==> src/hw/rtl/tsp_pkg.sv <==
// Package for the tone sequence player: widths, reset values and codes.
// Used by tsp_div and tone_sequence_player; depends on nothing.
`default_nettype none

package tsp_pkg;

  localparam int unsigned TABLE_DEPTH_DEF = 64;

  localparam int unsigned PERIOD_W = 16;
  localparam int unsigned LENGTH_W = 16;
  localparam int unsigned INDEX_W  = 6;
  localparam int unsigned SONG_W   = 7;
  localparam int unsigned CMP_W    = 16;
  localparam int unsigned COUNT_W  = 20;
  localparam int unsigned DIV_W    = 9;

  localparam int unsigned CFG_IDX_W  = 2;
  localparam int unsigned CFG_DATA_W = 16;

  localparam logic [COUNT_W-1:0] COUNT_MAX        = '1;
  localparam logic [CMP_W-1:0]   RESET_COMPARE    = 16'd1000;
  localparam logic [CMP_W-1:0]   RESET_SILENT     = 16'd1000;
  localparam logic [SONG_W-1:0]  RESET_SONG_LEN   = 7'd1;

  localparam logic CMD_TICK  = 1'b0;
  localparam logic CMD_WRITE = 1'b1;

  localparam logic [CFG_IDX_W-1:0] CFG_SONG_LENGTH    = 2'd0;
  localparam logic [CFG_IDX_W-1:0] CFG_SILENT_COMPARE = 2'd1;

endpackage

`default_nettype wire

==> src/hw/rtl/tsp_ram.sv <==
// Generic single-write, single-read RAM with registered read data.
// No package dependency.
`default_nettype none

module tsp_ram #(
  parameter int unsigned WIDTH = 32,
  parameter int unsigned DEPTH = 64
) (
  input  wire logic                     clk_i,
  input  wire logic                     we_i,
  input  wire logic [$clog2(DEPTH)-1:0] waddr_i,
  input  wire logic [WIDTH-1:0]         wdata_i,
  input  wire logic                     re_i,
  input  wire logic [$clog2(DEPTH)-1:0] raddr_i,
  output logic      [WIDTH-1:0]         rdata_o
);

  logic [WIDTH-1:0] mem_q [DEPTH];

  always_ff @(posedge clk_i) begin
    if (we_i) begin
      mem_q[waddr_i] <= wdata_i;
    end
    if (re_i) begin
      rdata_o <= mem_q[raddr_i];
    end
  end

endmodule

`default_nettype wire

==> src/hw/rtl/tsp_div.sv <==
// Bit-serial restoring divider: one quotient bit per cycle.
// Depends on tsp_pkg for the count and divisor widths.
`default_nettype none

module tsp_div (
  input  wire logic                         clk_i,
  input  wire logic                         rst_ni,
  input  wire logic                         start_i,
  input  wire logic [tsp_pkg::COUNT_W-1:0]  dividend_i,
  input  wire logic [tsp_pkg::DIV_W-1:0]    divisor_i,
  output logic                              done_o,
  output logic      [tsp_pkg::COUNT_W-1:0]  quotient_o
);

  import tsp_pkg::*;

  localparam int unsigned CNT_W = $clog2(COUNT_W);

  logic               busy_q, busy_d;
  logic               done_q, done_d;
  logic [CNT_W-1:0]   cnt_q, cnt_d;
  logic [COUNT_W-1:0] quo_q, quo_d;
  logic [DIV_W-1:0]   rem_q, rem_d;
  logic [DIV_W-1:0]   div_q;
  logic [DIV_W:0]     trial;
  logic               ge;

  always_comb begin
    trial = {rem_q, quo_q[COUNT_W-1]};
    ge    = trial >= {1'b0, div_q};
    busy_d = busy_q;
    done_d = 1'b0;
    cnt_d  = cnt_q;
    quo_d  = quo_q;
    rem_d  = rem_q;
    if (start_i) begin
      busy_d = 1'b1;
      cnt_d  = CNT_W'(COUNT_W - 1);
      quo_d  = dividend_i;
      rem_d  = '0;
    end else if (busy_q) begin
      quo_d = {quo_q[COUNT_W-2:0], ge};
      rem_d = ge ? DIV_W'(trial - {1'b0, div_q}) : trial[DIV_W-1:0];
      cnt_d = cnt_q - 1'b1;
      if (cnt_q == '0) begin
        busy_d = 1'b0;
        done_d = 1'b1;
      end
    end
  end

  always_ff @(posedge clk_i or negedge rst_ni) begin
    if (!rst_ni) begin
      busy_q <= 1'b0;
      done_q <= 1'b0;
      cnt_q  <= '0;
    end else begin
      busy_q <= busy_d;
      done_q <= done_d;
      cnt_q  <= cnt_d;
    end
  end

  always_ff @(posedge clk_i) begin
    quo_q <= quo_d;
    rem_q <= rem_d;
    if (start_i) begin
      div_q <= divisor_i;
    end
  end

  assign done_o     = done_q;
  assign quotient_o = quo_q;

endmodule

`default_nettype wire

==> src/hw/rtl/tone_sequence_player.sv <==
// Top level of the tone sequence player: note table, sequencer and result register.
// Depends on tsp_pkg, tsp_ram and tsp_div.
//
// A write request stores one table entry. A tick request whose count is
// still running decrements it and offers its result in the next cycle. A tick that
// loads a note does a table read, then a load for a rest or a very short period; for
// a tone the count is worked out first by a bit-serial divider that delivers one of
// its 20 quotient bits per cycle. One request is in work at a time;
// a new one is taken once the result register is free or being read in the same cycle.
// The table needs no clearing after reset; configuration writes are taken at any time.
`default_nettype none

module tone_sequence_player #(
  parameter int unsigned TABLE_DEPTH = tsp_pkg::TABLE_DEPTH_DEF
) (
  input  wire logic                            clk_i,
  input  wire logic                            rst_ni,
  input  wire logic                            in_valid_i,
  output logic                                 in_ready_o,
  input  wire logic                            cmd_i,
  input  wire logic [tsp_pkg::INDEX_W-1:0]     entry_index_i,
  input  wire logic [tsp_pkg::PERIOD_W-1:0]    entry_period_i,
  input  wire logic [tsp_pkg::LENGTH_W-1:0]    entry_length_i,
  output logic                                 out_valid_o,
  input  wire logic                            out_ready_i,
  output logic                                 new_note_o,
  output logic      [tsp_pkg::CMP_W-1:0]       compare_value_o,
  output logic                                 pin_mode_o,
  output logic                                 indicator_o,
  output logic      [tsp_pkg::INDEX_W-1:0]     position_o,
  input  wire logic                            cfg_valid_i,
  output logic                                 cfg_ready_o,
  input  wire logic [tsp_pkg::CFG_IDX_W-1:0]   cfg_index_i,
  input  wire logic [tsp_pkg::CFG_DATA_W-1:0]  cfg_data_i
);

  import tsp_pkg::*;

  localparam int unsigned AW   = $clog2(TABLE_DEPTH);
  localparam int unsigned PW   = (AW > INDEX_W) ? AW : INDEX_W;
  localparam int unsigned LW   = (AW + 1 > SONG_W) ? AW + 1 : SONG_W;
  localparam int unsigned RAMW = PERIOD_W + LENGTH_W;

  typedef enum logic [2:0] {
    S_IDLE = 3'b001,
    S_READ = 3'b010,
    S_DIV  = 3'b100
  } state_e;

  state_e             state_q, state_d;
  logic [AW-1:0]      cursor_q, cursor_d;
  logic [COUNT_W-1:0] rem_q, rem_d;
  logic [CMP_W-1:0]   cmp_q, cmp_d;
  logic               mode_q, mode_d;
  logic               ind_q, ind_d;
  logic [SONG_W-1:0]  song_len_q, song_len_d;
  logic [CMP_W-1:0]   silent_q, silent_d;
  logic               out_valid_q, out_valid_d;
  logic               new_note_q, new_note_d;

  logic                tick_acc, wr_acc;
  logic                ram_re;
  logic [RAMW-1:0]     ram_rdata;
  logic [PW-1:0]       idx_ext, pos_ext;
  logic                idx_ok;
  logic [PERIOD_W-1:0] rd_period;
  logic [LENGTH_W-1:0] rd_length;
  logic [LW-1:0]       eff_len, next_pos;
  logic [AW-1:0]       cursor_next;
  logic                div_start, div_done;
  logic [COUNT_W-1:0]  quotient;

  assign in_ready_o  = (state_q == S_IDLE) && (!out_valid_q || out_ready_i);
  assign tick_acc    = in_valid_i && in_ready_o && (cmd_i == CMD_TICK);
  assign wr_acc      = in_valid_i && in_ready_o && (cmd_i == CMD_WRITE);
  assign cfg_ready_o = 1'b1;

  assign idx_ext = PW'(entry_index_i);
  assign idx_ok  = (PW + 1)'(idx_ext) < (PW + 1)'(TABLE_DEPTH);

  tsp_ram #(
    .WIDTH (RAMW),
    .DEPTH (TABLE_DEPTH)
  ) u_table (
    .clk_i   (clk_i),
    .we_i    (wr_acc && idx_ok),
    .waddr_i (idx_ext[AW-1:0]),
    .wdata_i ({entry_period_i, entry_length_i}),
    .re_i    (ram_re),
    .raddr_i (cursor_q),
    .rdata_o (ram_rdata)
  );

  assign rd_period = ram_rdata[RAMW-1:LENGTH_W];
  assign rd_length = ram_rdata[LENGTH_W-1:0];

  tsp_div u_div (
    .clk_i      (clk_i),
    .rst_ni     (rst_ni),
    .start_i    (div_start),
    .dividend_i ({rd_length, 4'b0000}),
    .divisor_i  (rd_period[PERIOD_W-1:PERIOD_W-DIV_W]),
    .done_o     (div_done),
    .quotient_o (quotient)
  );

  always_comb begin
    if (song_len_q == '0) begin
      eff_len = LW'(1);
    end else if (LW'(song_len_q) > LW'(TABLE_DEPTH)) begin
      eff_len = LW'(TABLE_DEPTH);
    end else begin
      eff_len = LW'(song_len_q);
    end
    next_pos    = LW'(cursor_q) + 1'b1;
    cursor_next = (next_pos >= eff_len) ? '0 : next_pos[AW-1:0];
  end

  always_comb begin
    state_d     = state_q;
    cursor_d    = cursor_q;
    rem_d       = rem_q;
    cmp_d       = cmp_q;
    mode_d      = mode_q;
    ind_d       = ind_q;
    song_len_d  = song_len_q;
    silent_d    = silent_q;
    out_valid_d = out_valid_q && !out_ready_i;
    new_note_d  = new_note_q;
    ram_re      = 1'b0;
    div_start   = 1'b0;

    if (cfg_valid_i) begin
      case (cfg_index_i)
        CFG_SONG_LENGTH:    song_len_d = cfg_data_i[SONG_W-1:0];
        CFG_SILENT_COMPARE: silent_d   = cfg_data_i[CMP_W-1:0];
        default:            ;
      endcase
    end

    case (state_q)
      S_IDLE: begin
        if (tick_acc) begin
          if (rem_q == '0) begin
            ram_re  = 1'b1;
            state_d = S_READ;
          end else begin
            rem_d       = rem_q - 1'b1;
            out_valid_d = 1'b1;
            new_note_d  = 1'b0;
          end
        end
      end
      S_READ: begin
        ind_d    = ~ind_q;
        cursor_d = cursor_next;
        if (rd_period[PERIOD_W-1:1] == '0) begin
          // rest: silent compare, pin held low, plain duration
          mode_d      = 1'b1;
          cmp_d       = silent_q;
          rem_d       = COUNT_W'(rd_length);
          out_valid_d = 1'b1;
          new_note_d  = 1'b1;
          state_d     = S_IDLE;
        end else begin
          mode_d = 1'b0;
          cmp_d  = {1'b0, rd_period[PERIOD_W-1:1]};
          if (rd_period[PERIOD_W-1:PERIOD_W-DIV_W] == '0) begin
            rem_d       = COUNT_MAX;
            out_valid_d = 1'b1;
            new_note_d  = 1'b1;
            state_d     = S_IDLE;
          end else begin
            div_start = 1'b1;
            state_d   = S_DIV;
          end
        end
      end
      S_DIV: begin
        if (div_done) begin
          rem_d       = quotient;
          out_valid_d = 1'b1;
          new_note_d  = 1'b1;
          state_d     = S_IDLE;
        end
      end
      default: state_d = S_IDLE;
    endcase
  end

  always_ff @(posedge clk_i or negedge rst_ni) begin
    if (!rst_ni) begin
      state_q     <= S_IDLE;
      cursor_q    <= '0;
      rem_q       <= '0;
      cmp_q       <= RESET_COMPARE;
      mode_q      <= 1'b0;
      ind_q       <= 1'b0;
      song_len_q  <= RESET_SONG_LEN;
      silent_q    <= RESET_SILENT;
      out_valid_q <= 1'b0;
      new_note_q  <= 1'b0;
    end else begin
      state_q     <= state_d;
      cursor_q    <= cursor_d;
      rem_q       <= rem_d;
      cmp_q       <= cmp_d;
      mode_q      <= mode_d;
      ind_q       <= ind_d;
      song_len_q  <= song_len_d;
      silent_q    <= silent_d;
      out_valid_q <= out_valid_d;
      new_note_q  <= new_note_d;
    end
  end

  assign pos_ext         = PW'(cursor_q);
  assign out_valid_o     = out_valid_q;
  assign new_note_o      = new_note_q;
  assign compare_value_o = cmp_q;
  assign pin_mode_o      = mode_q;
  assign indicator_o     = ind_q;
  assign position_o      = pos_ext[INDEX_W-1:0];

  a_tick_decrements: assert property (@(posedge clk_i) disable iff (!rst_ni)
    tick_acc && (rem_q != '0) |=> (rem_q == $past(rem_q) - 1'b1) && out_valid_q)
    else $error("running count not decremented by one");

  a_div_only_in_div: assert property (@(posedge clk_i) disable iff (!rst_ni)
    div_done |-> (state_q == S_DIV))
    else $error("divider finished outside the divide state");

  a_start_from_read: assert property (@(posedge clk_i) disable iff (!rst_ni)
    div_start |-> (state_q == S_READ) && !out_valid_q)
    else $error("divider started with a result pending");

  a_tone_compare: assert property (@(posedge clk_i) disable iff (!rst_ni)
    !mode_q |-> (cmp_q != '0))
    else $error("toggle mode with zero compare value");

  a_cursor_range: assert property (@(posedge clk_i) disable iff (!rst_ni)
    (state_q == S_READ) |=> (LW'(cursor_q) < eff_len) || (cursor_q == '0))
    else $error("cursor beyond song length after a load");

endmodule

`default_nettype wire

==> config.mk <==
export PLATFORM = sky130hd
export DESIGN_NAME = tone_sequence_player
export DESIGN_NICKNAME = d
export VERILOG_FILES = /design/src/hw/rtl/tsp_pkg.sv /design/src/hw/rtl/tsp_ram.sv /design/src/hw/rtl/tsp_div.sv /design/src/hw/rtl/tone_sequence_player.sv
export SDC_FILE = /design/constraint.sdc
export NUM_CORES = 2
export LEC_CHECK = 0
export BUFFER_PORTS_ARGS = -buffer_cell sky130_fd_sc_hd__clkbuf_2
export CAP_MARGIN = 20
export CORE_ASPECT_RATIO = 1.1
export CORE_MARGIN = 5
export CORE_UTILIZATION = 60
export CTS_CLUSTER_DIAMETER = 100
export DETAILED_ROUTE_END_ITERATION = 12
export GPL_ROUTABILITY_DRIVEN = 0
export GPL_TIMING_DRIVEN = 0
export HOLD_SLACK_MARGIN = 0.03
export PLACE_DENSITY_LB_ADDON = 0.2
export SYNTH_ARGS = -nofsm -noshare
export SYNTH_HDL_FRONTEND = slang
export SYNTH_SLANG_ARGS = --single-unit
==> constraint.sdc <==
create_clock -name clk_i -period 4.1 [get_ports clk_i]
set_input_delay 0.615 -clock clk_i [delete_from_list [all_inputs] [get_ports clk_i]]
set_output_delay 0.615 -clock clk_i [all_outputs]
set_load 0.01 [all_outputs]
==> results by group <==
Status
  • Result of the run: complete, but fails checks
  • Violations in the final reports: setup timing

GRT
  • Number of antenna violations at the first check in global routing: 14
  • Number of global-route vias before repair: 43200
  • Total global routing track utilization: 30.7%
  • Largest net degree at the start of global routing: 65
  • Total congestion overflow after global routing: 0
  • Global-route wire length before repair: 311 mm

Floorplanning
  • Die W: 363 um
  • Floorplan Core Area: 136000 um2
  • Starting Density: 60.4%
  • I/O pin cnt: 90
  • Cell Rows: 142
  • DIE AREA: 145000 um2
  • Height of the chip: 398 um

Setup path
  • Highest fanout seen on the critical path: 10
  • Critical path data required time: 4.63 ns
  • Category of the worst setup path launch point: flop
  • Length in cells of the worst reg-to-reg path: 9
  • Critical path capture point type: flop
  • Class of the most critical setup path: flop to flop
  • Arrival time of the worst setup path: 4.73 ns

CTS
  • Clock latency reported for the late side of the worst-skew pair: 0.84 ns
  • Worst-case clock buffer depth: 3
  • Clock input transition at the sequential cells of the worst setup and hold paths: 0.06 ns
  • Number of H-tree levels: 4
  • Library cell used as clock root buffer: sky130_fd_sc_hd__clkbuf_16
  • Number of CTS-inserted buffers: 199
  • Clock tree from TritonCTS: done
  • Sink Count: 2132

STA
  • Worst-case headroom to the max-slew limit: 14.6%
  • Final Critical Period: 4.20 ns
  • Transition time at the pin with the least slew margin: 1.28 ns
  • Clock tree skew after final layout: 0.0270 ns
  • Final setup violation count: 7
  • Setup repair after global routing missed its margin: yes
  • Hold violation total from the final report: 0
  • Final Cycle Share: 102%
  • Max-slew violation total from the final report: 0
  • Worst hold-check slack: 0.0847 ns
  • Max Clock Freq: 238 MHz
  • Setup slack after layout: -0.0983 ns

Synth
  • Synthesized-area fraction occupied by xor and xnor cells: 0.149%
  • Proportion of synthesized flip-flops having asynchronous set or reset: 3.71%
  • Number of flops mapped to enable cells by yosys: 2040
  • Number of warning messages in the yosys log: 0
  • Share of the yosys chip area belonging to registers: 77.2%
  • Multiplexer fraction of the synthesized cell area: 13.6%
  • Net count after synthesis: 4113
  • Gate Count Post-Synth: 4029
  • Fraction of the mapped netlist area in compound gates: 4.74%
  • Post-synthesis simple-gate area fraction: 2.63%
  • Leading register cell type out of synthesis: sky130_fd_sc_hd__edfxtp_1
  • Post-synthesis register bit count: 2132
  • Ranking of synthesized cells by area: sky130_fd_sc_hd__edfxtp_1 74%, sky130_fd_sc_hd__mux4_2 11%, sky130_fd_sc_hd__dfrtp_1 2.0%
  • Syn Area/Cell: 20.4 um2
  • Count leader, synth: sky130_fd_sc_hd__edfxtp_1
  • Cell type with the largest total area after synthesis: sky130_fd_sc_hd__edfxtp_1
  • Combinational family with the most area after synthesis: multiplexers
  • Fraction of post-synthesis cell area in the top cell type by area: 74.5%
  • Most used standard cells in the synthesized netlist: 2040 x sky130_fd_sc_hd__edfxtp_1, 419 x sky130_fd_sc_hd__mux4_2, 140 x sky130_fd_sc_hd__nor2_1, 133 x sky130_fd_sc_hd__a22oi_1, 128 x sky130_fd_sc_hd__a21oi_1
  • Adder-cell area share of the yosys netlist: 0.344%
  • Post-synthesis cell type count: 80
  • Synthesized cell area: 82300 um2

Power and ir drop
  • Design Power: 43800 uW
  • Worst-case vdd ir drop: 474 uV
  • PwrDens: 463 nW/um2
  • Pleak: 0.0295 uW

Routing
  • Routed Wire Length: 222 mm
  • Vias per cell: 6.75
  • Wire length per cell: 34.6 um
  • Detailed-router iteration count before antenna repair: 8
  • Uppermost routed layer: met5
  • Met3 Wirelength: 22.0 mm
  • Routed Antenna Nets: 0
  • DRC violation count after routing: 0
  • Iteration-0 DRC Markers: 5974
  • Via count: 43300
  • Met2 routed WL: 108 mm
  • Met1 layer wirelength in the final routing: 77.3 mm

Layout
  • Share of post-route cells with drive strength above 1: 26.0%
  • Non-filler cells in the finished layout: 6418
  • Fraction of the core area covered by cells at the end of the flow: 69.5%
  • Final instance area: 94700 um2
  • Number of nets in the layout: 4531
  • Syn-to-layout area delta: 15.1%

Place
  • Cells after DPL: 5997
  • Port bufs: 84
  • Cell area reported after detailed placement: 87400 um2
  • Final HPWL from detailed placement: 143 mm

Min path
  • Hold crit path type: primary input to flop
  • Instance count along the most critical hold path: 2

Run
  • Max-capacitance violation count: 0
==> path summary, 6_finish.rpt <==
path	from	endpoint	slack [ns]
worst max-delay path	position_o[1]	u_table.rdata_o[27]	-0.1
worst min-delay path	cfg_data_i[3]	song_len_q[3]	0.08
worst max register to register	position_o[1]	u_table.rdata_o[27]	-0.1
worst min register to register	indicator_o	indicator_o	0.47
max in group asynchronous	rst_ni	song_len_q[0]	3.10
min in group asynchronous	rst_ni	u_div.done_o	0.32
==> logic make-up after synthesis <==
logic type,Yosys count
buf+inv,246
simple gates,449
fa+ha+maj,22
compound gates,581
flops,2132
mux,584
other cells,1
xor+xnor,14
==> sequential cells by signal (all words and copies together), names as in the netlist, 3 cells and up <==
name and count:
u_table.mem_q 1984, u_div.cnt_q 5, u_div.div_q 9, u_div.quotient_o 20, rem_q 20, silent_q 16
compare_value_o 16, u_table.rdata_o 31, state_q 3, position_o 6, u_div.rem_q 9, song_len_q 7
==> routing by layer <==
metal	vias to the layer above	GRT usage (%)
met5	-	0
met1	22500	39.4
met2	2613	49.5
met3	593	7.08
li1	17600	-
met4	10	16.6
==> layout make-up <==
cell class                      count  area (um2)
Antenna cell                        6        15.0
Buffer                            225        1090
Clock buffer                      250        5300
Clock inverter                    116        1210
Fill cell                        8156       41600
Inverter                           20        75.1
Multi-Input combinational cell   1651       18200
Sequential cell                  2132       63500
Tap cell                         1800        2250
Timing Repair Buffer              218        3060
==> per-stage QoR <==
step	setup TNS, ns	setup slack [ns]
2_1_floorplan	0	0.872
3_3_place_gp	-2403.70	-1.56
3_5_place_dp	-7.96	-0.527
4_1_cts	0	0.00662
5_1_grt	-0.142	-0.0702
6_report	-0.389	-0.0983
==> what timing repair did <==
| action | CTS | global route |
|---|---|---|
| resized for setup | 22 | 30 |
| pin swaps | 1 | 10 |
| setup endpoints to repair | 31 | 235 |
| setup buffers | 3 | 25 |
| cloned | 0 | 0 |
| endpoints found under the hold margin | 55 | 0 |
| hold buffers | 17 | 0 |
==> placed cells by master, fill, tap and decap left out, types with 44 or more instances in the layout <==
cell type / count
sky130_fd_sc_hd__edfxtp_1: 2040
sky130_fd_sc_hd__a22oi_1: 133
sky130_fd_sc_hd__mux2_2: 50
sky130_fd_sc_hd__nand2_1: 121
sky130_fd_sc_hd__nor2_1: 58
sky130_fd_sc_hd__mux2i_1: 115
sky130_fd_sc_hd__buf_4: 47
sky130_fd_sc_hd__nand3_1: 62
sky130_fd_sc_hd__o22ai_1: 44
sky130_fd_sc_hd__dfrtp_1: 65
sky130_fd_sc_hd__buf_12: 58
sky130_fd_sc_hd__mux4_2: 419
sky130_fd_sc_hd__clkbuf_16: 203
sky130_fd_sc_hd__clkbuf_1: 140
sky130_fd_sc_hd__nor2_4: 66
sky130_fd_sc_hd__buf_2: 59
sky130_fd_sc_hd__o21ai_0: 90
sky130_fd_sc_hd__clkbuf_2: 90
sky130_fd_sc_hd__a21oi_1: 125
==> critical path: stages, from the launching register on <==
cell,delay [ns]
sky130_fd_sc_hd__dfrtp_1,0.45
sky130_fd_sc_hd__buf_2,0.29
sky130_fd_sc_hd__buf_2,0.35
sky130_fd_sc_hd__buf_2,0.58
sky130_fd_sc_hd__clkbuf_2,0.43
sky130_fd_sc_hd__mux4_2,0.37
sky130_fd_sc_hd__a22oi_1,0.33
sky130_fd_sc_hd__a21oi_1,0.27
sky130_fd_sc_hd__nor2_1,0.59
sky130_fd_sc_hd__o31ai_1,0.21
==> report_power, final <==
| part | internal, uW | leakage (uW) | switching [uW] |
|---|---|---|---|
| registers | 24000 | 0.0195 | 127 |
| logic | 348 | 0.00689 | 774 |
| clock network | 10600 | 0.00316 | 7980 |
| total | 34900 | 0.0295 | 8880 |
No activity file was read; power rests on OpenSTA's default activity.
